--- config.mk ---
export PLATFORM = sky130hd
export DESIGN_NAME = dc_ram
export DESIGN_NICKNAME = d
export VERILOG_FILES = /design/src/hw/rtl/dc_ram.sv
export SDC_FILE = /design/constraint.sdc
export NUM_CORES = 2
export LEC_CHECK = 0
export BUFFER_PORTS_ARGS = -buffer_cell sky130_fd_sc_hd__buf_2
export CAP_MARGIN = 25
export CORE_ASPECT_RATIO = 1.4
export CORE_UTILIZATION = 30
export DETAILED_ROUTE_END_ITERATION = 8
export PLACE_DENSITY = 0.45
export SLEW_MARGIN = 10
export SYNTH_ARGS = -nofsm -noshare
export SYNTH_HDL_FRONTEND = slang
export SYNTH_SLANG_ARGS = --single-unit
--- constraint.sdc ---
create_clock -name clock -period 9.95 [get_ports clock]
set_clock_uncertainty 0.1 [all_clocks]
set_input_delay 0.4975 -clock clock [delete_from_list [all_inputs] [get_ports clock]]
set_output_delay 0.4975 -clock clock [all_outputs]
set_load 0.05 [all_outputs]
--- src/hw/rtl/dc_ram.sv ---
`timescale 1ns / 1ps
`default_nettype none

module dc_ram #(
   parameter int WIDTH = 40,
   parameter int DEPTH = 64,
   localparam int AW   = (DEPTH > 1) ? $clog2(DEPTH) : 1
) (
   input  wire logic             clock,
   input  wire logic             we,
   input  wire logic [AW-1:0]    waddr,
   input  wire logic [WIDTH-1:0] wdata,
   input  wire logic [AW-1:0]    raddr,
   output logic      [WIDTH-1:0] rdata
);

   logic [WIDTH-1:0] mem [DEPTH];

   always_ff @(posedge clock) begin
      if (we) begin
         mem[waddr] <= wdata;
      end
      rdata <= mem[raddr];
   end

endmodule

`default_nettype wire

==> summary.md <==
| Metric | Value |
|---|---|
| Initial Util | 30.2% |
| Die Y | 678 um |
| DRC violation count after routing | 0 |
| Leak | 0.0344 uW |
| Syn_area_per_cell | 23.3 um2 |
| Max-slew headroom | 27.1% |
| Most common cell after layout, fill and taps aside | edfxtp_1 |
| Setup TNS | 0 ps |
| Peak VDD IR | 0.000156 V |
| Crit path capture type | flop |
| All-layer global routing usage | 17.8% |
| Max Cap Violations | 0 |
| Vias per Instance | 5.16 |
| Core ar. | 324000 um2 |
| FF+latch count, synth | 2600 |
| Clk buf depth | 4 |
| Wire per inst | 33.1 um |
| Antenna violation net count after detailed routing | 0 |
| Synth warnings | 0 |
| Vias in the first global route | 49100 |
| RSZ-0062 raised after global routing | no |
| H-tree depth | 4 |
| Critical path required time | 10600 ps |
| Synth Cell Area | 97800 um2 |
| I/O Pins | 94 |
| 1st-pass router iterations | 7 |
| Final wirelength | 296 mm |
| Synth top area cells | edfxtp_1 (79%), mux4_2 (14%), mux2i_1 (1.2%) |
| Final net count | 4554 |
| Layout cell share with drive strength beyond 1 | 28.8% |
| Largest net degree at the start of global routing | 107 |
| Post-synth top area share | 78.6% |
| DRT iter0 DRCs | 4156 |
| Setup Buffers After CTS | 0 |
| CP arrival | 3940 ps |
| First-pass GRT wire length | 407 mm |
| I/O Buffers | 93 |
| Ys flop type | edfxtp_1 |
| Fin crit share | 33.1% |
| Min-delay src | wdata[29] |
| Worst r2r path cells | 4 |
| Critical Path End | rdata[16]$_DFF_P_ |
| Reg clk slew, reported paths | 70 ps |
| Most frequent cells in the layout | edfxtp_1 (2560), mux4_2 (608), clkbuf_16 (247) |
| Area growth, synth to finish | 15.2% |
| Final HPWL DP | 161 mm |
| Placed cell area | 105000 um2 |
| Worst Hold Class | input pin to flop |
| # clock sinks | 2600 |
| Outcome | finished clean |
| Post-Synthesis Net Count | 4249 |
| CP startpoint kind | input pin |
| Final setup fails | 0 |
| Reg-to-Reg Start | mem[13][16]$_DFFE_PP_ |
| FP Rows | 247 |
| Post-synth cell types | 36 |
| Root buf cell | clkbuf_16 |
| Reg2reg end | rdata[16]$_DFF_P_ |
| Clk Latency, worst-skew pair | 910 ps |
| Flop2flop setup slack | 7640 ps |
| Via total after detailed routing | 46200 |
| Gate Count Post-Synth | 4195 |
| Hold WS | 72.7 ps |
| Hold Buf Count CTS | 12 |
| Max Clk Rate | 304 MHz |
| Crit Path Max Fanout | 68 |
| Initial antenna violation count | 23 |
| GP Congestion | 0.750 |
| Critical path class | input pin to flop |
| Post-CTS resize count | 0 |
| CTS Buf Count | 245 |
| Asr flop ratio synth | 0% |
| Final instance area | 113000 um2 |
| Final Slew Violations | 0 |
| Number of flops mapped to enable cells by yosys | 2560 |
| Power per Cell Area | 201 nW/um2 |
| Grt ovf | 0 |
| Die Width | 485 um |
| Post-synth top area cell | edfxtp_1 |
| Tmin final | 3290 ps |
| Die ar. | 328000 um2 |
| Least-Margin Pin Slew | 1090 ps |
| CTS tree | done |
| Hold Violations, Final | 0 |
| CP startpoint | raddr[0] |
| Sequential cell area fraction in the yosys report | 79.4% |
## power breakdown
| part | switching (uW) | leakage (uW) | internal (uW) |
|---|---|---|---|
| logic | 808 | 0.00724 | 413 |
| registers | 56.6 | 0.0234 | 12100 |
| clock network | 4090 | 0.00376 | 5120 |
| total | 4960 | 0.0344 | 17600 |
## cell families after synthesis
logic type / count (synthesis) / share of synthesized area (%)
flip-flops: 2600 / 79.4
AND/OR/NAND/NOR: 215 / 1.08
buffers and inverters: 238 / 1.27
AO/OA/AOI/OAI: 383 / 2.68
multiplexers: 759 / 15.6
## synthesized netlist by cell type, types with 38 or more instances
cell type and number:
edfxtp_1 2560, mux4_2 608, o22ai_1 143, mux2i_1 113
nor2_1 97, buf_2 81, clkbuf_1 80, a21oi_1 68
buf_4 49, o221ai_1 42, dfxtp_1 40, mux2_2 38
## routing by layer
| metal | track usage, % | part of all wire, % | up-vias |
|---|---|---|---|
| met2 | 32.9 | 54 | 1128 |
| met1 | 21.6 | 39 | 26000 |
| li1 | - | - | 18700 |
| met3 | 2.32 | 4.3 | 365 |
| met5 | 0 | 0.027 | - |
| met4 | 5.01 | 2.8 | 14 |
## state kept, by name, indices dropped and copies added, names as in the netlist
name and count:
mem 2560, rdata 40
## cell type report
| type | instances | area (um2) |
|---|---|---|
| clock buffer | 323 | 6590 |
| antenna | 21 | 52.6 |
| multi-input combinational | 1357 | 19500 |
| clock inverter | 126 | 1060 |
| tap | 4233 | 5300 |
| sequential | 2600 | 77700 |
| timing repair buffer | 296 | 2480 |
| fill | 30000 | 211000 |
## worst min-delay path by stage
stage	end	slack [ps]	cells after the start
6_report	mem[11][29]$_DFFE_PP_	70	1
5_1_grt	mem[1][29]$_DFFE_PP_	60	1
3_5_place_dp	rdata[8]$_DFF_P_	740	4
4_1_cts	mem[9][29]$_DFFE_PP_	8	1
3_3_place_gp	rdata[20]$_DFF_P_	750	4
2_1_floorplan	mem[0][0]$_DFFE_PP_	500	0
## critical path: stages
cell,delay (ps)
buf_8,390
buf_12,540
buf_4,460
mux4_2,560
mux2_2,290
a221oi_1,870
nor4_1,100
## metrics by stage
stage,util (%),instances,power [uW],setup slack [ps]
after CTS,34.7,8929,22800,6430
after global routing,34.8,8936,23200,6380
after floorplan,-,4195,13000,5630
final,34.8,8956,22600,6660
after global placement,32.2,8444,13600,4950
after detailed placement,32.3,8468,13700,5460
(Power assumes the default switching activity.)
