[src/hw/rtl/dc_pkg.sv]
`timescale 1ns / 1ps
`default_nettype none

package dc_pkg;

   localparam int IDX_W      = 6;
   localparam int X_W        = 32;
   localparam int N_W        = 7;
   localparam int NN_W       = 2 * N_W;
   localparam int DEN_W      = NN_W + 1;
   localparam int RS_W       = 40;
   localparam int GT_W       = 48;
   localparam int NUM_W      = 50;
   localparam int Y_W        = 34;
   localparam int DIV_CNT_W  = $clog2(NUM_W + 1);
   localparam int CSR_ADDR_W = 3;
   localparam int CSR_DATA_W = 32;
   localparam int REQ_DATA_W = 48;
   localparam int REQ_USER_W = 2;
   localparam int RSP_DATA_W = 48;

   localparam int DEF_MAX_SIZE = 64;

   localparam logic [N_W-1:0] SIZE_RESET = N_W'(64);

   localparam logic FUNC_ACC  = 1'b0;
   localparam logic FUNC_EMIT = 1'b1;

   localparam logic CSR_IDX_SIZE = 1'b0;

   localparam logic [NUM_W-1:0] Y_POS_LIM = {{(NUM_W-Y_W+1){1'b0}}, {(Y_W-1){1'b1}}};
   localparam logic [NUM_W-1:0] Y_NEG_LIM = Y_POS_LIM + NUM_W'(1);

   typedef struct packed {
      logic busy;
      logic done;
   } div_status_type;

endpackage

`default_nettype wire

[src/hw/rtl/dc_divider.sv]
`timescale 1ns / 1ps
`default_nettype none

// Restoring divider, one quotient bit per cycle, MSB first.
module dc_divider
   import dc_pkg::*;
(
   input  wire logic             clock,
   input  wire logic             reset,
   input  wire logic             start,
   input  wire logic [NUM_W-1:0] dividend,
   input  wire logic [DEN_W-1:0] divisor,
   output logic      [NUM_W-1:0] quotient,
   output div_status_type        status
);

   logic [NUM_W-1:0]     quo_ff, quo_in;
   logic [DEN_W-1:0]     rem_ff, rem_in;
   logic [DEN_W-1:0]     den_ff, den_in;
   logic [DIV_CNT_W-1:0] cnt_ff, cnt_in;
   div_status_type       stat_ff, stat_in;

   logic [DEN_W:0] shifted;
   logic [DEN_W:0] diff;
   logic           ge;

   always_comb begin
      shifted = {rem_ff, quo_ff[NUM_W-1]};
      diff    = shifted - {1'b0, den_ff};
      ge      = (shifted >= {1'b0, den_ff});

      quo_in       = quo_ff;
      rem_in       = rem_ff;
      den_in       = den_ff;
      cnt_in       = cnt_ff;
      stat_in.busy = stat_ff.busy;
      stat_in.done = 1'b0;

      if (start) begin
         quo_in       = dividend;
         rem_in       = '0;
         den_in       = divisor;
         cnt_in       = DIV_CNT_W'(NUM_W);
         stat_in.busy = 1'b1;
      end else if (stat_ff.busy) begin
         quo_in = {quo_ff[NUM_W-2:0], ge};
         rem_in = ge ? diff[DEN_W-1:0] : shifted[DEN_W-1:0];
         cnt_in = cnt_ff - DIV_CNT_W'(1);
         if (cnt_ff == DIV_CNT_W'(1)) begin
            stat_in.busy = 1'b0;
            stat_in.done = 1'b1;
         end
      end
   end

   always_ff @(posedge clock) begin
      if (reset) begin
         stat_ff <= '0;
         cnt_ff  <= '0;
      end else begin
         stat_ff <= stat_in;
         cnt_ff  <= cnt_in;
      end
      quo_ff <= quo_in;
      rem_ff <= rem_in;
      den_ff <= den_in;
   end

   assign quotient = quo_ff;
   assign status   = stat_ff;

endmodule

`default_nettype wire

[config.mk]
export PLATFORM = sky130hd
export DESIGN_NAME = dc_divider
export DESIGN_NICKNAME = d
export VERILOG_FILES = /design/src/hw/rtl/dc_pkg.sv /design/src/hw/rtl/dc_divider.sv
export SDC_FILE = /design/constraint.sdc
export NUM_CORES = 1
export LEC_CHECK = 0
export BUFFER_PORTS_ARGS = -buffer_cell sky130_fd_sc_hd__clkbuf_2
export CAP_MARGIN = 20
export CORE_MARGIN = 8
export CORE_UTILIZATION = 57
export CTS_CLUSTER_DIAMETER = 200
export CTS_CLUSTER_SIZE = 8
export DETAILED_ROUTE_END_ITERATION = 8
export GPL_ROUTABILITY_DRIVEN = 0
export GPL_TIMING_DRIVEN = 0
export PLACE_DENSITY = 0.9
export REMOVE_ABC_BUFFERS = 1
export SYNTH_ARGS = -nofsm -noshare
export SYNTH_HDL_FRONTEND = slang
export SYNTH_SLANG_ARGS = --single-unit
[constraint.sdc]
create_clock -name clock -period 4.6 [get_ports clock]
set_input_delay 1.15 -clock clock [delete_from_list [all_inputs] [get_ports clock]]
set_output_delay 1.15 -clock clock [all_outputs]
set_load 0.03 [all_outputs]
==> impl_metrics.py <==
metrics = {
    "run_status": {
        "status": "finished clean",
    },
    "clocking": {
        "worstSkewPairLatency_ns": 0.36,
        "post_cts_resized": 0,
        "post_cts_buffers": 0,
        "cts_root_buffer": "clkbuf_8",
        "htree_levels": 3,
        "cts_tree": "built",
        "cts_max_path_buffers": 2,
        "cts_hold_buffers": 0,
        "cts.sinks": 88,
        "path_clk_slew_ns": 0.09,
        "cts_inserted_buffers": 9,
    },
    "placement": {
        "post_dp_cell_area_um2": 5280,
        "numPortBuffers": 119,
        "hpwl_um": 8606,
        "place_ws_ns": 1.449,
        "dp.cells": 600,
    },
    "detailed_routing": {
        "ant_nets": 0,
        "viasPerCell": 5.909,
        "routed_wl_um": 11980,
        "via_count": 3646,
        "wire_per_inst_um": 19.42,
        "drt-initial-drc-count": 285,
        "first_pass_iters": 4,
        "drcViolationCount": 0,
    },
    "sta": {
        "finalCritPeriodShare_pct": 67.14,
        "fmax_ghz": 0.3238,
        "worst_slew_pin_slew_ns": 0.9140,
        "skew_ns": 0.01527,
        "rsz0062_at_grt": "no",
        "setup-violations-final": 0,
        "finalHoldViolCount": 0,
        "setup_ws_ns": 1.512,
        "finalCriticalPeriod_ns": 3.088,
        "slew_viol_final": 0,
        "maxSlewHeadroom_pct": 38.95,
    },
    "setup_path": {
        "timing.rr.start": "quotient[49]$_DFFE_PP_",
        "arrival_ns": 3.35,
        "cp_max_fo": 12,
        "rr_endpoint": "rem_ff[14]$_SDFFE_PP0P_",
        "max_stage_delay_ns": 0.81,
        "worstSetupPathType": "reg -> reg",
        "slowest_stage": "a211oi_2",
        "crit_required_ns": 4.86,
        "path_cells": "inv_1 -> ha_1 -> fa_1 -> nand2b_1 -> a21oi_2 -> o211ai_1 -> a211oi_2 -> nor2_1 -> o41ai_2",
        "rrSetupSlack_ns": 1.51,
        "critPathLaunchType": "register",
        "reg2reg_depth": 9,
        "critPathCaptureType": "register",
    },
    "min_path": {
        "holdPathEnd": "rem_ff[2]$_SDFFE_PP0P_",
        "hold_start": "rem_ff[2]$_SDFFE_PP0P_",
        "min_path_type": "reg -> reg",
        "holdPathStages": 2,
    },
    "grt": {
        "grt_pass1_wl_um": 19320,
        "grt_max_degree": 59,
        "antenna_found_initial": 0,
        "first_global_vias": 3830,
        "grt_overflow": 0,
        "grt_use_total_pct": 21.41,
    },
    "finish": {
        "final_cells": 617,
        "final_common_cell": "clkbuf_2",
        "area_delta_synth_final_pct": 19.00,
        "antenna_cells": 0,
        "final_area_um2": 5485,
        "drive_above_1_share_pct": 39.26,
        "final_cell_mix": "clkbuf_2, edfxtp_1, mux2_2, nor2_1, inv_1",
        "nets": 593,
    },
    "synth": {
        "synth-async-reset-ratio_pct": 0,
        "mappedNetlistArea_um2": 4609,
        "synth-edff-count": 65,
        "yosysWarningCount": 0,
        "synth_cell_types": 59,
        "avgSynthCellArea_um2": 11.58,
        "synthCells": 398,
        "synth-seq-cells": 88,
        "ys.flop_type": "edfxtp_1",
        "ys_seq_area_share_pct": 52.33,
    },
    "die": {
        "coreArea_um2": 8010,
        "die_h_um": 105.9,
        "die_x_um": 105.9,
        "die_area_um2": 11220,
        "start_util_pct": 57.54,
        "pin_count": 120,
        "fp-row-count": 33,
    },
    "run": {
        "cap_violations": 0,
    },
    "pwr": {
        "vdd.ir_drop.worst_mv": 0.2487,
        "powerDensity_nw_per_um2": 368.5,
        "power_mw": 2.021,
        "p_leak_nw": 2.306,
    },
}
==> layout make-up <==
cell class | count | area, um^2
multi-input combinational | 261 | 1997
clock inverter | 6 | 50.05
sequential | 88 | 2412
fill | 583 | 2525
clock buffer | 10 | 127.6
timing repair buffer | 122 | 673.1
inverter | 25 | 93.84
tap | 105 | 131.4
==> worst max-delay path: cells and delay by family (launching register included) <==
kind	cells	cell delay (ns)
flops	1	0.39
fa+ha+maj	2	0.65
simple gates	2	0.45
compound gates	4	1.42
buf+inv	1	0.08
==> stage by stage <==
step | utilization, % | setup TNS (ns) | hold WS [ns]
floorplan | - | 0 | 0.4648
global placement | 65.26 | -33.22 | 0.4791
detailed placement | 65.92 | 0 | 0.4909
CTS | 68.14 | 0 | 0.5134
global route | 68.48 | 0 | 0.5311
finish | 68.48 | 0 | 0.5141
==> how the worst max path moves through the flow <==
| stage | from | to | slack, ns |
|---|---|---|---|
| 2_1_floorplan | status[1]$_SDFF_PP0_ | quotient[0]$_DFFE_PP_ | 1.61 |
| 3_3_place_gp | start | quotient[37]$_DFFE_PP_ | -0.67 |
| 3_5_place_dp | start | quotient[34]$_DFFE_PP_ | 1.45 |
| 4_1_cts | quotient[49]$_DFFE_PP_ | rem_ff[14]$_SDFFE_PP0P_ | 1.52 |
| 5_1_grt | quotient[49]$_DFFE_PP_ | rem_ff[0]$_SDFFE_PP0P_ | 1.34 |
| 6_report | quotient[49]$_DFFE_PP_ | rem_ff[14]$_SDFFE_PP0P_ | 1.51 |
==> flip-flops by register name, indices dropped and copies added, names as in the netlist <==
signal / cells
status: 2
den_ff: 15
cnt_ff: 6
rem_ff: 15
quotient: 50
==> per-layer routing <==
layer  up-vias  track usage [%]  routed length, um
met5         -                0                  0
met4         0            8.141                264
met3        23            9.558               1383
met2       189            35.43               5729
met1      1718            23.76               4603
li1       1716                -                  -
==> kinds of logic after synthesis <==
kind of cell	count (synthesis)	share of synthesized area (%)
flops	88	52.33
fa+ha+maj	18	5.049
xor+xnor	12	2.280
buf+inv	49	4.398
simple gates	98	10.56
mux	51	12.43
compound gates	82	12.95
==> power breakdown <==
group / internal (mW) / total (mW) / switching [mW]
clock network: 0.203 / 0.497 / 0.294
registers: 0.943 / 0.993 / 0.0495
logic: 0.200 / 0.531 / 0.332
total: 1.35 / 2.02 / 0.675
==> synth_stat cells (4+ instances only) <==
library cell,count,share of area [%]
a211oi_1,4,0.65
a21oi_1,17,1.8
a311oi_1,8,1.5
and3_1,4,0.54
buf_2,6,0.65
clkbuf_1,13,1.1
dfxtp_1,23,10
edfxtp_1,65,42
ha_1,17,4.6
inv_1,25,2.0
mux2_2,50,12
nand2_1,16,1.3
nand3_1,12,1.3
nor2_1,31,2.5
nor3_1,8,0.87
nor4_1,6,0.81
o211ai_1,4,0.65
o21ai_0,9,0.98
o21ai_1,6,0.65
xnor2_1,8,1.5
xor2_1,4,0.76
Note: power is estimated with default switching activity, not from simulation.
